File: config.mk
export PLATFORM = sky130hd
export DESIGN_NAME = sector_edc_crc32_engine_unit_flat
export DESIGN_NICKNAME = d
export VERILOG_FILES = /design/src/sedc_pkg.sv /design/src/sedc_if.sv /design/src/sedc_front.sv /design/src/sedc_fifo.sv /design/src/sedc_back.sv /design/src/sector_edc_crc32_engine_unit.sv /design/src/flat_wrapper.sv
export SDC_FILE = /design/constraint.sdc
export NUM_CORES = 1
export LEC_CHECK = 0
export ABC_AREA = 0
export BUFFER_PORTS_ARGS = -buffer_cell sky130_fd_sc_hd__buf_4
export CAP_MARGIN = 5
export CORE_MARGIN = 10
export CORE_UTILIZATION = 50
export CTS_CLUSTER_DIAMETER = 150
export DETAILED_ROUTE_END_ITERATION = 7
export MAX_ROUTING_LAYER = met4
export PLACE_DENSITY = 0.7
export SYNTH_ARGS = -nofsm -noshare
export SYNTH_HDL_FRONTEND = slang
export SYNTH_SLANG_ARGS = --single-unit
File: constraint.sdc
create_clock -name clk -period 8.2 [get_ports clk]
set_clock_uncertainty 0.05 [all_clocks]
set_input_delay 1.64 -clock clk [delete_from_list [all_inputs] [get_ports clk]]
set_output_delay 1.64 -clock clk [all_outputs]
set_load 0.05 [all_outputs]
File: src/sedc_pkg.sv
// Shared types and constants for the sector EDC engine.
package sedc_pkg;

  localparam int unsigned POS_W = 12;
  localparam logic [POS_W-1:0] POS_MAX = '1;
  localparam logic [POS_W-1:0] EDC_SPAN = 12'd2064;
  localparam logic [31:0] EDC_POLY = 32'hD801_8001;
  localparam int unsigned TRAILER_LEN = 12;
  localparam int unsigned BEAT_W = $clog2(TRAILER_LEN);
  localparam int unsigned QDEPTH = 2;
  localparam int unsigned QPTR_W = $clog2(QDEPTH);
  localparam int unsigned QCNT_W = $clog2(QDEPTH + 1);
  localparam int unsigned CFG_AW = 3;
  localparam logic REG_EDC_MODE = 1'b0;

  typedef enum logic {
    JOB_GEN = 1'b0,
    JOB_VER = 1'b1
  } job_kind_t;

  typedef struct packed {
    job_kind_t   kind;
    logic [31:0] crc;
    logic        match;
  } job_t;

endpackage

File: src/sedc_if.sv
// Valid/ready channel interfaces for sector bytes and result items.
interface sedc_in_if;
  logic       valid;
  logic       ready;
  logic [7:0] data_byte;
  logic       sector_start;

  modport source (output valid, output data_byte, output sector_start, input ready);
  modport sink (input valid, input data_byte, input sector_start, output ready);
endinterface

interface sedc_out_if;
  logic        valid;
  logic        ready;
  logic [7:0]  out_byte;
  logic        trailer_last;
  logic [31:0] edc_value;
  logic        edc_match;

  modport source (output valid, output out_byte, output trailer_last,
                  output edc_value, output edc_match, input ready);
  modport sink (input valid, input out_byte, input trailer_last,
                input edc_value, input edc_match, output ready);
endinterface

File: src/sedc_front.sv
// Front end: byte intake, CRC-32 update, position tracking and job issue.
module sedc_front (
  input  logic           clk,
  input  logic           rst_n,
  input  logic           edc_mode,
  sedc_in_if.sink        in_ch,
  input  logic           q_full,
  output logic           push,
  output sedc_pkg::job_t push_job
);

  logic [31:0]                crc_r, crc_nxt;
  logic [sedc_pkg::POS_W-1:0] pos_r, pos_nxt;
  logic [31:0]                stored_r, stored_nxt;
  logic [31:0]                crc_cur;
  logic [sedc_pkg::POS_W-1:0] pos_cur;
  logic [sedc_pkg::POS_W-1:0] lane_full;
  logic [1:0]                 lane;
  logic                       accept;

  function automatic logic [31:0] crc_byte(input logic [31:0] crc, input logic [7:0] b);
    logic [31:0] v;
    v = {24'd0, crc[7:0] ^ b};
    for (int k = 0; k < 8; k++) begin
      v = v[0] ? ((v >> 1) ^ sedc_pkg::EDC_POLY) : (v >> 1);
    end
    return v ^ (crc >> 8);
  endfunction

  assign in_ch.ready = !q_full;
  assign accept = in_ch.valid && in_ch.ready;
  assign crc_cur = in_ch.sector_start ? 32'd0 : crc_r;
  assign pos_cur = in_ch.sector_start ? '0 : pos_r;
  assign lane_full = pos_cur - sedc_pkg::EDC_SPAN;
  assign lane = lane_full[1:0];

  always_comb begin
    crc_nxt = crc_cur;
    stored_nxt = stored_r;
    push = 1'b0;
    push_job.kind = sedc_pkg::JOB_GEN;
    push_job.crc = crc_cur;
    push_job.match = 1'b0;
    pos_nxt = (pos_cur < sedc_pkg::POS_MAX) ? pos_cur + 1'b1 : pos_cur;
    if (pos_cur < sedc_pkg::EDC_SPAN) begin
      crc_nxt = crc_byte(crc_cur, in_ch.data_byte);
    end else if (pos_cur < sedc_pkg::EDC_SPAN + 12'd4) begin
      if (!edc_mode) begin
        push = accept && (lane == 2'd0);
      end else begin
        case (lane)
          2'd0: stored_nxt[7:0] = in_ch.data_byte;
          2'd1: stored_nxt[15:8] = in_ch.data_byte;
          2'd2: stored_nxt[23:16] = in_ch.data_byte;
          default: stored_nxt[31:24] = in_ch.data_byte;
        endcase
        push = accept && (lane == 2'd3);
        push_job.kind = sedc_pkg::JOB_VER;
        push_job.match = (stored_nxt == crc_cur);
      end
    end
  end

  always_ff @(posedge clk) begin
    if (!rst_n) begin
      crc_r <= '0;
      pos_r <= '0;
      stored_r <= '0;
    end else if (accept) begin
      crc_r <= crc_nxt;
      pos_r <= pos_nxt;
      stored_r <= stored_nxt;
    end
  end

endmodule

File: src/sedc_fifo.sv
// Short job queue between the front end and the result sequencer.
module sedc_fifo (
  input  logic           clk,
  input  logic           rst_n,
  input  logic           push,
  input  sedc_pkg::job_t push_job,
  output logic           full,
  input  logic           pop,
  output logic           head_valid,
  output sedc_pkg::job_t head_job
);

  sedc_pkg::job_t              mem_r [sedc_pkg::QDEPTH];
  logic [sedc_pkg::QPTR_W-1:0] wr_ptr_r, rd_ptr_r;
  logic [sedc_pkg::QCNT_W-1:0] count_r, count_nxt;
  logic                        do_pop;

  assign full = (count_r == sedc_pkg::QCNT_W'(sedc_pkg::QDEPTH));
  assign head_valid = (count_r != '0);
  assign head_job = mem_r[rd_ptr_r];
  assign do_pop = pop && head_valid;

  always_comb begin
    count_nxt = count_r;
    if (push && !do_pop) begin
      count_nxt = count_r + 1'b1;
    end else if (do_pop && !push) begin
      count_nxt = count_r - 1'b1;
    end
  end

  always_ff @(posedge clk) begin
    if (push) begin
      mem_r[wr_ptr_r] <= push_job;
    end
  end

  always_ff @(posedge clk) begin
    if (!rst_n) begin
      wr_ptr_r <= '0;
      rd_ptr_r <= '0;
      count_r <= '0;
    end else begin
      if (push) begin
        wr_ptr_r <= wr_ptr_r + 1'b1;
      end
      if (do_pop) begin
        rd_ptr_r <= rd_ptr_r + 1'b1;
      end
      count_r <= count_nxt;
    end
  end

  a_no_overflow: assert property (@(posedge clk) disable iff (!rst_n) !(push && full))
    else $error("job pushed into full queue");
  a_count_bound: assert property (@(posedge clk) disable iff (!rst_n)
    count_r <= sedc_pkg::QCNT_W'(sedc_pkg::QDEPTH))
    else $error("queue count beyond depth");
  a_push_seen: assert property (@(posedge clk) disable iff (!rst_n)
    (push && !pop) |=> head_valid)
    else $error("pushed job not visible at queue head");

endmodule

File: src/sedc_back.sv
// Result sequencer: expands queued jobs into registered result items.
module sedc_back (
  input  logic           clk,
  input  logic           rst_n,
  input  logic           head_valid,
  input  sedc_pkg::job_t head_job,
  output logic           pop,
  sedc_out_if.source     out_ch
);

  logic [sedc_pkg::BEAT_W-1:0] beat_r;
  logic                        valid_r;
  logic [7:0]                  byte_r, byte_nxt;
  logic                        last_r, last_nxt;
  logic [31:0]                 edc_r;
  logic                        match_r;
  logic                        load;

  assign load = head_valid && (!valid_r || out_ch.ready);
  assign pop = load && last_nxt;

  always_comb begin
    byte_nxt = 8'd0;
    last_nxt = 1'b1;
    if (head_job.kind == sedc_pkg::JOB_GEN) begin
      last_nxt = (beat_r == sedc_pkg::BEAT_W'(sedc_pkg::TRAILER_LEN - 1));
      case (beat_r)
        sedc_pkg::BEAT_W'(0): byte_nxt = head_job.crc[7:0];
        sedc_pkg::BEAT_W'(1): byte_nxt = head_job.crc[15:8];
        sedc_pkg::BEAT_W'(2): byte_nxt = head_job.crc[23:16];
        sedc_pkg::BEAT_W'(3): byte_nxt = head_job.crc[31:24];
        default: byte_nxt = 8'd0;
      endcase
    end
  end

  always_ff @(posedge clk) begin
    if (load) begin
      byte_r <= byte_nxt;
      last_r <= last_nxt;
      edc_r <= head_job.crc;
      match_r <= head_job.match;
    end
  end

  always_ff @(posedge clk) begin
    if (!rst_n) begin
      valid_r <= 1'b0;
      beat_r <= '0;
    end else begin
      if (load) begin
        valid_r <= 1'b1;
        beat_r <= last_nxt ? '0 : beat_r + 1'b1;
      end else if (out_ch.ready) begin
        valid_r <= 1'b0;
      end
    end
  end

  assign out_ch.valid = valid_r;
  assign out_ch.out_byte = byte_r;
  assign out_ch.trailer_last = last_r;
  assign out_ch.edc_value = edc_r;
  assign out_ch.edc_match = match_r;

endmodule

File: src/sector_edc_crc32_engine_unit.sv
// Top level: CD-ROM Mode 1 EDC engine with APB mode register.
// Accepts one sector byte per cycle; input stalls only while the job queue is full.
// Generate mode: twelve trailer items after byte 2064, one per cycle unless the sink stalls.
// Verify mode: one item after the last stored EDC byte, via the job queue and output register.
// Results: one item per cycle unless the sink stalls, set by the sequencer output register.
// Synchronous active-low reset clears CRC, position, stored EDC, queue and mode.
module sector_edc_crc32_engine_unit (
  input  logic                        clk,
  input  logic                        rst_n,
  sedc_in_if.sink                     in_chan,
  sedc_out_if.source                  out_chan,
  input  logic                        cfg_psel,
  input  logic                        cfg_penable,
  input  logic                        cfg_pwrite,
  input  logic [sedc_pkg::CFG_AW-1:0] cfg_paddr,
  input  logic [31:0]                 cfg_pwdata,
  output logic [31:0]                 cfg_prdata,
  output logic                        cfg_pready
);

  logic           edc_mode_r;
  logic           q_full;
  logic           push;
  sedc_pkg::job_t push_job;
  logic           pop;
  logic           head_valid;
  sedc_pkg::job_t head_job;
  logic           cfg_hit;

  assign cfg_pready = 1'b1;
  assign cfg_hit = (cfg_paddr[sedc_pkg::CFG_AW-1] == sedc_pkg::REG_EDC_MODE);
  assign cfg_prdata = cfg_hit ? {31'd0, edc_mode_r} : 32'd0;

  always_ff @(posedge clk) begin
    if (!rst_n) begin
      edc_mode_r <= 1'b0;
    end else if (cfg_psel && cfg_penable && cfg_pwrite && cfg_pready && cfg_hit) begin
      edc_mode_r <= cfg_pwdata[0];
    end
  end

  sedc_front u_front (
    .clk      (clk),
    .rst_n    (rst_n),
    .edc_mode (edc_mode_r),
    .in_ch    (in_chan),
    .q_full   (q_full),
    .push     (push),
    .push_job (push_job)
  );

  sedc_fifo u_fifo (
    .clk        (clk),
    .rst_n      (rst_n),
    .push       (push),
    .push_job   (push_job),
    .full       (q_full),
    .pop        (pop),
    .head_valid (head_valid),
    .head_job   (head_job)
  );

  sedc_back u_back (
    .clk        (clk),
    .rst_n      (rst_n),
    .head_valid (head_valid),
    .head_job   (head_job),
    .pop        (pop),
    .out_ch     (out_chan)
  );

endmodule

File: src/flat_wrapper.sv
// flat-port wrapper written by rule: the top's interface ports become plain ports
module sector_edc_crc32_engine_unit_flat 
  (clk, rst_n, cfg_psel, cfg_penable, cfg_pwrite, cfg_paddr, cfg_pwdata, cfg_prdata, cfg_pready, in_chan_valid, in_chan_data_byte, in_chan_sector_start, in_chan_ready, out_chan_valid, out_chan_out_byte, out_chan_trailer_last, out_chan_edc_value, out_chan_edc_match, out_chan_ready);
  sedc_in_if in_chan_i ();
  sedc_out_if out_chan_i ();
  input  logic clk;
  input  logic rst_n;
  input  logic cfg_psel;
  input  logic cfg_penable;
  input  logic cfg_pwrite;
  input  logic [sedc_pkg::CFG_AW-1:0] cfg_paddr;
  input  logic [31:0] cfg_pwdata;
  output logic [31:0] cfg_prdata;
  output logic cfg_pready;
  input wire logic [$bits(in_chan_i.valid)-1:0] in_chan_valid;
  input wire logic [$bits(in_chan_i.data_byte)-1:0] in_chan_data_byte;
  input wire logic [$bits(in_chan_i.sector_start)-1:0] in_chan_sector_start;
  output wire logic [$bits(in_chan_i.ready)-1:0] in_chan_ready;
  output wire logic [$bits(out_chan_i.valid)-1:0] out_chan_valid;
  output wire logic [$bits(out_chan_i.out_byte)-1:0] out_chan_out_byte;
  output wire logic [$bits(out_chan_i.trailer_last)-1:0] out_chan_trailer_last;
  output wire logic [$bits(out_chan_i.edc_value)-1:0] out_chan_edc_value;
  output wire logic [$bits(out_chan_i.edc_match)-1:0] out_chan_edc_match;
  input wire logic [$bits(out_chan_i.ready)-1:0] out_chan_ready;
  assign in_chan_i.valid = in_chan_valid;
  assign in_chan_i.data_byte = in_chan_data_byte;
  assign in_chan_i.sector_start = in_chan_sector_start;
  assign in_chan_ready = in_chan_i.ready;
  assign out_chan_valid = out_chan_i.valid;
  assign out_chan_out_byte = out_chan_i.out_byte;
  assign out_chan_trailer_last = out_chan_i.trailer_last;
  assign out_chan_edc_value = out_chan_i.edc_value;
  assign out_chan_edc_match = out_chan_i.edc_match;
  assign out_chan_i.ready = out_chan_ready;
  sector_edc_crc32_engine_unit u_core (.clk(clk), .rst_n(rst_n), .in_chan(in_chan_i), .out_chan(out_chan_i), .cfg_psel(cfg_psel), .cfg_penable(cfg_penable), .cfg_pwrite(cfg_pwrite), .cfg_paddr(cfg_paddr), .cfg_pwdata(cfg_pwdata), .cfg_prdata(cfg_prdata), .cfg_pready(cfg_pready));
endmodule
# [Yosys cells after proc, flatten, opt, wreduce, memory -nomap -nowiden]
# Memories as Yosys holds them, arrays and structs flattened. A register that Yosys moved wholly into a read port is not among the register bits.
# Index checks and enable logic that the tools add are counted.
[totals] regBits=128 latchBits=0 mem_bits_rw=68 mem_bits_ro=0 in_bits=51 out_inout_bits=77 wordCells=117 mem_count=1
[op_classes] n_addsub=7 multipliers=0 div_mod_pow=0 n_lt_le_gt_ge=3 eq_ne=9 shifts=0 mux=49 bitwise_logic=12 reduce_logical=23
[mem_list] memory="u_core.u_fifo.mem_r" depth=2 width=34 read_ports=1 rd_clocked_by_memory_dff=1 wr=1 line_no="sedc_fifo.sv:13" source="sedc_pkg::job_t mem_r [sedc_pkg::QDEPTH];"
[op_table] op="two-way mux 32 bit" n=10
[op_table] op="two-way mux 8 bit" n=16
[op_table] op="inverter 6 -> 7 bit" n=7
[op_table] op="less-than comparator 12 bit, second input constant" n=3
[op_table] op="equality test 32 bit" n=1
[op_table] op="case mux 8 bit (4 select lines)" n=1
[op_table] op="bitwise XOR 32 x 24 -> 32 bit" n=1
[op_table] op="two-way mux 12 bit" n=2
[op_table] op="two-way mux 1 bit" n=17
[op_table] op="adder 12 x 1 -> 12 bit, second input constant" n=1
[op_table] op="logical AND 1 bit" n=11
[op_table] op="equality test 4 x 2 -> 1 bit, second input constant" n=2
[op_table] op="bitwise XOR 8 bit" n=1
[op_table] op="inverter 1 -> 7 bit" n=1
[op_table] op="equality test 2 bit, second input constant" n=3
[op_table] op="nonzero test 2 bit" n=3
[op_table] op="adder 4 x 1 -> 4 bit, second input constant" n=1
[op_table] op="equality test 4 x 1 -> 1 bit, second input constant" n=1
[op_table] op="equality test 4 bit, second input constant" n=1
[op_table] op="logical NOT 1 bit" n=4
[op_table] op="logical NOT 4 bit" n=1
[op_table] op="two-way mux 2 bit" n=2
[op_table] op="two-way mux 4 bit" n=1
[op_table] op="AND reduction 4 bit" n=1
[op_table] op="8 further kinds" n=11

# [Depth between registers and ports, before layout]
# Gate-level depths: netlist (run 1).
[depth] depth_word=20 ltp_mapped=11 ltp_nobuf=8

# [Cells and area by module]
# A second synthesis (run 1) with hierarchy kept.
[unflattened] hier_cells=934 hier_area_um2=9559.2
[by_module_without_submodules] mod="sedc_front" instances=1 cells_per_inst=658 area_each_um2=4813.4 seq_area_each_um2=1521.5
[by_module_without_submodules] mod="sedc_fifo" instances=1 cells_per_inst=128 area_each_um2=2670.1 seq_area_each_um2=2142.1
[by_module_without_submodules] mod="sedc_back" instances=1 cells_per_inst=108 area_each_um2=1760.4 seq_area_each_um2=1361.3
[by_module_without_submodules] mod="sector_edc_crc32_engine_unit" instances=1 cells_per_inst=40 area_each_um2=315.3 seq_area_each_um2=20.0

# [Worst setup path before layout (run 1)]
# Ideal clock, no wire load.
[synth_path] path_type="in2reg" start="input port in_chan_sector_start" end="memory u_core.u_fifo.mem_r[0][0] in the netlist's numbering (enable)" setup_time_ps=511 arrival_ps=5835 t_required_ps=7639 setup_slack_ps=1805 cell_stages=7 path_buffers=4 path_cell_list="buf_4 buf_6 buf_6 buf_2 o21ai_1 o311ai_0 nor4_1"
[synth_via] elab_chain_len=9 elab_cells_between_ends=13 classes_between="1 x add/sub; 2 x order compare; 1 x eq/ne; 6 x mux; 3 x reduce/logical"
[synth_rtl] element="from (decl)" line_no="flat_wrapper.sv:17" source="input wire logic [$bits(in_chan_i.sector_start)-1:0] in_chan_sector_start;"
[synth_rtl] element="two-way mux 12 bit (*)" line_no="sedc_front.sv:33" source="assign pos_cur = in_ch.sector_start ? '0 : pos_r;"
[synth_rtl] element="subtractor 2 x 1 -> 2 bit" line_no="sedc_front.sv:34" source="assign lane_full = pos_cur - sedc_pkg::EDC_SPAN;"
[synth_rtl] element="equality test 2 bit or logical NOT 2 bit (tied branches)" line_no="sedc_front.sv:57, sedc_front.sv:49"
[synth_rtl] element="logical AND 1 bit (on tied branches)" line_no="sedc_front.sv:57, sedc_front.sv:49"
[synth_rtl] element="two-way mux 1 bit" line_no="sedc_front.sv:48" source="if (!edc_mode) begin"
[synth_rtl] element="two-way mux 1 bit" line_no="sedc_front.sv:47" source="end else if (pos_cur < sedc_pkg::EDC_SPAN + 12'd4) begin"
[synth_rtl] element="two-way mux 1 bit (*)" line_no="sedc_front.sv:45" source="if (pos_cur < sedc_pkg::EDC_SPAN) begin"
[synth_rtl] element="two-way mux 1 bit (*)" line_no="sedc_fifo.sv:33" source="if (push) begin"
[synth_rtl] element="two-way mux 1 bit (implied by the code) (*)" line_no="sedc_fifo.sv:34" source="mem_r[wr_ptr_r] <= push_job;"
[synth_rtl] element="to (decl)" line_no="sedc_fifo.sv:13"
# Mark *: on every way between the ends. The rest lies on a longest branch, timed or not.

==> flow_summary.toml, run 1 <==
[cells_and_area]
drive_gt1_share_pct = 16.16
layout_common_cells = "110 x edfxtp_1, 108 x nor2_1, 92 x nand2_1"
final_area_um2 = 10790
num-nets-final = 1027
diodes = 0
syn_to_final_growth_pct = 11.79
layout_commonest_cell = "edfxtp_1"

[logic_synthesis]
synthMuxAreaShare_pct = 8.027
yosysWarnings = 0
ys_seq_area_share_pct = 52.29
synthSimpleGateAreaFrac_pct = 16.16
postSynth.asyncResetShare_pct = 0
syn_area_um2 = 9648
synth_compound_area_share_pct = 11.41
netlist_top_cells_area = "edfxtp_1 34%, dfxtp_1 18%, nor2_1 4.2%"
synth_edf_count = 110
synth_cells = 937
synth_xor_area_share_pct = 4.954
synth_top_family_by_area = "simple AND/OR/NAND/NOR gates"
synth.avg_cell_area_um2 = 10.30
synthAdderAreaFrac_pct = 0.6484
synth_area_leader_cell = "edfxtp_1"
synth.top_cell.area_share_pct = 34.24
synth_cell_types = 76
synth_ff_type = "edfxtp_1"
ys_ff_latch = 197

[worst_setup_path]
critical_path_class = "in2reg"
worst_path_dominant_cell_family = "simple AND/OR/NAND/NOR gates"
required_ns = 8.34
arrival_ns = 4.46
worstPathMaxFanout = 53
crit_chain = "buf_4 -> buf_4 -> nor2b_1 -> nand2_1 -> o21ai_0 -> o21ai_0 -> a21oi_1 -> or4_1 -> nor4_2"
cp-start-kind = "primary input"
endpoint_kind = "register"
cp_num_buf_inv = 2
cpMaxStageDelayCell = "buf_4"
cp_slowest_stage_delay_ns = 0.57

[global_route]
top_usage_layer = "met2"
grt_max_degree = 54
grt.met3_usage_pct = 3.718
grt.met2_usage_pct = 27.99
use_met1_pct = 23.70
grt_pass1_vias = 6526
grt_pass1_wl_um = 36710
track_usage_pct = 18.32
antenna_found_initial = 0
overflow = 0

[cts]
path_clk_slew_ns = 0.07
tritoncts = "done"
ctsHoldBuffers = 0
cts_setup_buffers = 0
cts.sinks = 197
htree_levels = 4
insertion_delay_ns = 0.43
cts_resized = 0
cts_buffers = 17
cts_root_buffer = "clkbuf_16"
cts_buffer_depth = 2

[timing]
period_minus_slack_ns = 4.321
maxSlewHeadroom_pct = 37.20
max_freq_mhz = 231.4
rsz0062_at_grt = "no"
final.period_utilization_pct = 52.69
max_slew.worst_pin.slew_ns = 0.9377
tns_ns = 0
hold_slack_ns = 0.4549
final-setup-viol-count = 0
final-hold-violation-count = 0
slew_violations = 0

[die]
initial_core_util_pct = 51.24
die_h_um = 158.9
pin_count = 128
coreArea_um2 = 18830
die_w_um = 158.9
dieArea_um2 = 25250
rows = 50

[placed_design]
portBuffers = 62
gp_congestion = 0.9164
dp_hpwl_um = 16090
placedInstanceArea_um2 = 10130

[detailed_routing]
viasPerCell = 5.526
antenna_left = 0
via_count = 6874
dr.pass1.iters = 5
wl_per_cell_um = 18.45
drt_iter0_drc = 703
wirelength_um = 22960
drc = 0

[power_and_ir_drop]
powerDensity_nw_per_um2 = 203.4
p_leak_uw = 0.003714
vdd_drop_max_mv = 0.1413
p_total_uw = 2194
power.switching_uw = 556.2
clkPwrFrac_pct = 41.9
power_frac_comb_pct = 9.2
p_int_uw = 1638
sw_frac_of_total_pct = 25.35
power_frac_seq_pct = 48.9

[job]
max-cap-violations = 0

[outcome]
status = "finished, final reports clean"

[min_path]
hp-class = "reg2reg"
[cells in the mapped netlist, types with 27 or more instances]
cell type and instances:
a21oi_1 57, buf_4 38, clkbuf_1 27, dfxtp_1 87, edfxtp_1 110, inv_1 30, mux2_2 35, mux2i_1 38
nand2_1 92, nor2_1 109, o21ai_0 43, xnor2_1 30
[through the flow]
stage          setup WS, ns  std cells  utilization, %
3_5_place_dp          3.458       1212           53.79
6_report              3.879       1244           57.28
5_1_grt               3.681       1244           57.28
4_1_cts               3.893       1244           57.28
3_3_place_gp          3.487       1212           53.79
2_1_floorplan         1.805        967               -
[worst paths after layout]
| path | from | end | slack [ns] | depth (start not counted) |
|---|---|---|---|---|
| setup / recovery | in_chan_sector_start | u_core.u_fifo.mem_r[1][0] | 3.88 | 9 |
| setup reg to reg | u_core.u_front.pos_r[1] | u_core.u_fifo.mem_r[1][0] | 4.88 | 7 |
| hold / removal | u_core.u_front.crc_r[11] | u_core.u_front.crc_r[11] | 0.45 | 2 |
| hold reg to reg | u_core.u_front.crc_r[11] | u_core.u_front.crc_r[11] | 0.45 | 2 |
[kinds of logic (layout without fill, tap and decap cells)]
group                    Yosys count  after routing
XOR/XNOR                          52             52
AND/OR/NAND/NOR                  315            315
adder cells (fa/ha/maj)            5              5
flip-flops                       197            197
other                              2             32
AO/OA/AOI/OAI                    176            176
buffers and inverters            117            134
multiplexers                      73             73
[worst reg2reg max path, delay by kind of cell, from the launching register on]
family	cells	cell delay, ns
AO/OA/AOI/OAI	3	0.71
flip-flops	1	0.65
AND/OR/NAND/NOR	4	1.66
[power groups by stage]
stage	registers, uW	logic (uW)	clock network, uW
after detailed placement	1090	199	0
after floorplan	1080	177	0
after CTS	1070	200	928
after global placement	1090	197	0
after global routing	1070	222	960
final	1070	203	918
[cell type report]
type / count / area, um2
fill: 1570 / 8045
sequential: 197 / 5045
multi-input combinational: 653 / 4109
timing repair buffer: 71 / 533.0
clock buffer: 17 / 425.4
tap: 260 / 325.3
clock inverter: 15 / 231.5
inverter: 31 / 116.4
[per-layer routing]
layer  routed length (um)  part of all wire (%)
met5                    0                     0
met4                  537                   2.3
met3                 1549                   6.7
met2                10630                    46
met1                10240                    45
[flip-flops by register name (all words and copies together), names as in the netlist, named ones only]
register                           cells
u_core.edc_mode_r                      1
u_core.u_back.beat_r                   4
u_core.u_back.out_ch.edc_match         1
u_core.u_back.out_ch.edc_value        32
u_core.u_back.out_ch.out_byte          8
u_core.u_back.out_ch.trailer_last      1
u_core.u_back.out_ch.valid             1
u_core.u_fifo.count_r                  2
u_core.u_fifo.mem_r                   68
u_core.u_fifo.rd_ptr_r                 1
u_core.u_fifo.wr_ptr_r                 1
u_core.u_front.crc_r                  32
u_core.u_front.pos_r                  12
u_core.u_front.stored_r               32
Note: power is estimated with default switching activity, not from simulation.
==> run 2, diff against run 1 <==
==> constraint.sdc (replaced) <==
create_clock -name clk -period 4.3 [get_ports clk]
set_clock_uncertainty 0.05 [all_clocks]
set_input_delay 0.86 -clock clk [delete_from_list [all_inputs] [get_ports clk]]
set_output_delay 0.86 -clock clk [all_outputs]
set_load 0.05 [all_outputs]
==> flow_summary.toml, run 2 (same netlist as run 1, synthesis figures left out) <==
[cts]
tritoncts = "done"
htree_levels = 4
cts_buffer_depth = 2
path_clk_slew_ns = 0.07
ctsHoldBuffers = 0
cts_buffers = 17
insertion_delay_ns = 0.44
cts_root_buffer = "clkbuf_16"
cts_setup_buffers = 0
cts.sinks = 197
cts_resized = 0

[die]
pin_count = 128
die_h_um = 158.9
dieArea_um2 = 25250
rows = 50
initial_core_util_pct = 51.24
die_w_um = 158.9
coreArea_um2 = 18830

[detailed_routing]
dr.pass1.iters = 5
wirelength_um = 23470
drc = 0
drt_iter0_drc = 762
via_count = 6837
antenna_left = 0
wl_per_cell_um = 18.84
viasPerCell = 5.487

[cells_and_area]
multi_input_area_um2 = 4118
top_register = "u_core.u_fifo.mem_r"
layout_commonest_cell = "edfxtp_1"
layout_common_cells = "110 x edfxtp_1, 108 x nor2_1, 92 x nand2_1"
fillers = 1616
syn_to_final_growth_pct = 11.57
final_area_um2 = 10760
finalNonFillerCells = 1246
num-nets-final = 1029
drive_gt1_share_pct = 16.23
largest_reg_flops = 68
regArea_um2 = 5045
diodes = 0

[worst_setup_path]
timing.rr.start = "u_core.u_front.pos_r[0]"
arrival_ns = 3.58
worstPathMaxFanout = 22
critical_path_class = "reg2reg"
rr_endpoint = "u_core.u_fifo.mem_r[0][0]"
required_ns = 4.43
reg2reg_depth = 6
cp-start-kind = "register"
ff2ff_setup_slack_ns = 0.86
endpoint_kind = "register"

[power_and_ir_drop]
power.switching_uw = 1059
p_int_uw = 3019
power_frac_seq_pct = 50.2
vdd_drop_max_mv = 0.2705
p_leak_uw = 0.003702
power_frac_comb_pct = 9.6
powerDensity_nw_per_um2 = 378.8
clkPwrFrac_pct = 40.2
sw_frac_of_total_pct = 25.97

[global_route]
grt_max_degree = 48
track_usage_pct = 18.57
overflow = 0
grt_pass1_wl_um = 36860
grt_pass1_vias = 6524
antenna_found_initial = 0

[placed_design]
portBuffers = 62
gp_congestion = 0.9792
placedInstanceArea_um2 = 10150
dp_slack_ns = 0.7589
dp.cells = 1214
dp_hpwl_um = 16430

[timing]
period_minus_slack_ns = 3.444
tns_ns = 0
final.period_utilization_pct = 80.09
slew_violations = 0
final-hold-violation-count = 0
maxSlewHeadroom_pct = 34.91
max_slew.worst_pin.slew_ns = 0.9720
rsz0062_at_grt = "no"
max_freq_mhz = 290.4
worst_slack_ns = 0.8562
final-setup-viol-count = 0

[min_path]
hold_end = "u_core.u_front.crc_r[11]"
holdPathStages = 2
hp-class = "reg2reg"
worstHoldStart = "u_core.u_front.crc_r[11]"

[outcome]
status = "finished, final reports clean"

[job]
max-cap-violations = 0
[run 2: cell count changes in the layout (fill, tap and decap cells not counted)]
cell,previous run,this run
clkbuf_8,0,1
nor4_2,3,2
clkbuf_1,0,1
clkinv_4,0,2
bufinv_16,4,2
buf_4,71,73
inv_8,2,1
inv_6,5,4
nor4_4,1,2
[run 2: cell type report]
cell class / count / share of cell area (%)
clock buffer: 19 / 4.115
clock inverter: 13 / 1.569
inverter: 31 / 1.081
multi-input combinational: 653 / 38.25
sequential: 197 / 46.87
tap: 260 / 3.022
timing repair buffer: 73 / 5.091
[run 2: stage by stage]
stage | hold WS (ns) | utilization, % | power (uW)
global placement | 0.4252 | 53.91 | 2467
CTS | 0.4411 | 57.16 | 4092
finish | 0.4450 | 57.16 | 4077
floorplan | 0.4051 | - | 2400
detailed placement | 0.4311 | 53.91 | 2471
global route | 0.4700 | 57.16 | 4205
[run 2: worst max-delay path by stage]
stage                                  startpoint                        end  slack [ns]
after detailed placement     in_chan_sector_start  u_core.u_fifo.mem_r[0][0]        0.76
final                     u_core.u_front.pos_r[0]  u_core.u_fifo.mem_r[0][0]        0.86
after floorplan                    out_chan_ready   u_core.u_fifo.count_r[1]        0.01
after CTS                 u_core.u_front.pos_r[1]  u_core.u_fifo.mem_r[0][0]        0.86
after global placement       in_chan_sector_start  u_core.u_fifo.mem_r[1][0]        0.82
after global routing      u_core.u_front.pos_r[1]  u_core.u_fifo.mem_r[1][0]        0.77
[run 2: layer usage]
layer / up-vias / routed length [um] / global-route usage, %
met1: 3255 / 10740 / 24.38
met3: 29 / 1588 / 4.157
met4: 0 / 345 / 5.307
li1: 3316 / - / -
met5: - / 0 / -
met2: 237 / 10800 / 28.33
[run 2: worst max-delay path, cell delays in order, from the launching register on]
cell and delay (ns):
dfxtp_1 0.75, nor2b_2 0.91, nor2_1 0.09, o21ai_0 0.31, nand4_1 0.13, or4_1 0.53, nor4_2 0.42
[run 2: power groups by stage]
stage	Clock (uW)	Combinational, uW	Sequential, uW
4_1_cts	1660	386	2040
5_1_grt	1730	422	2050
3_3_place_gp	0	380	2090
6_report	1640	391	2050
3_5_place_dp	0	385	2090
2_1_floorplan	0	338	2060
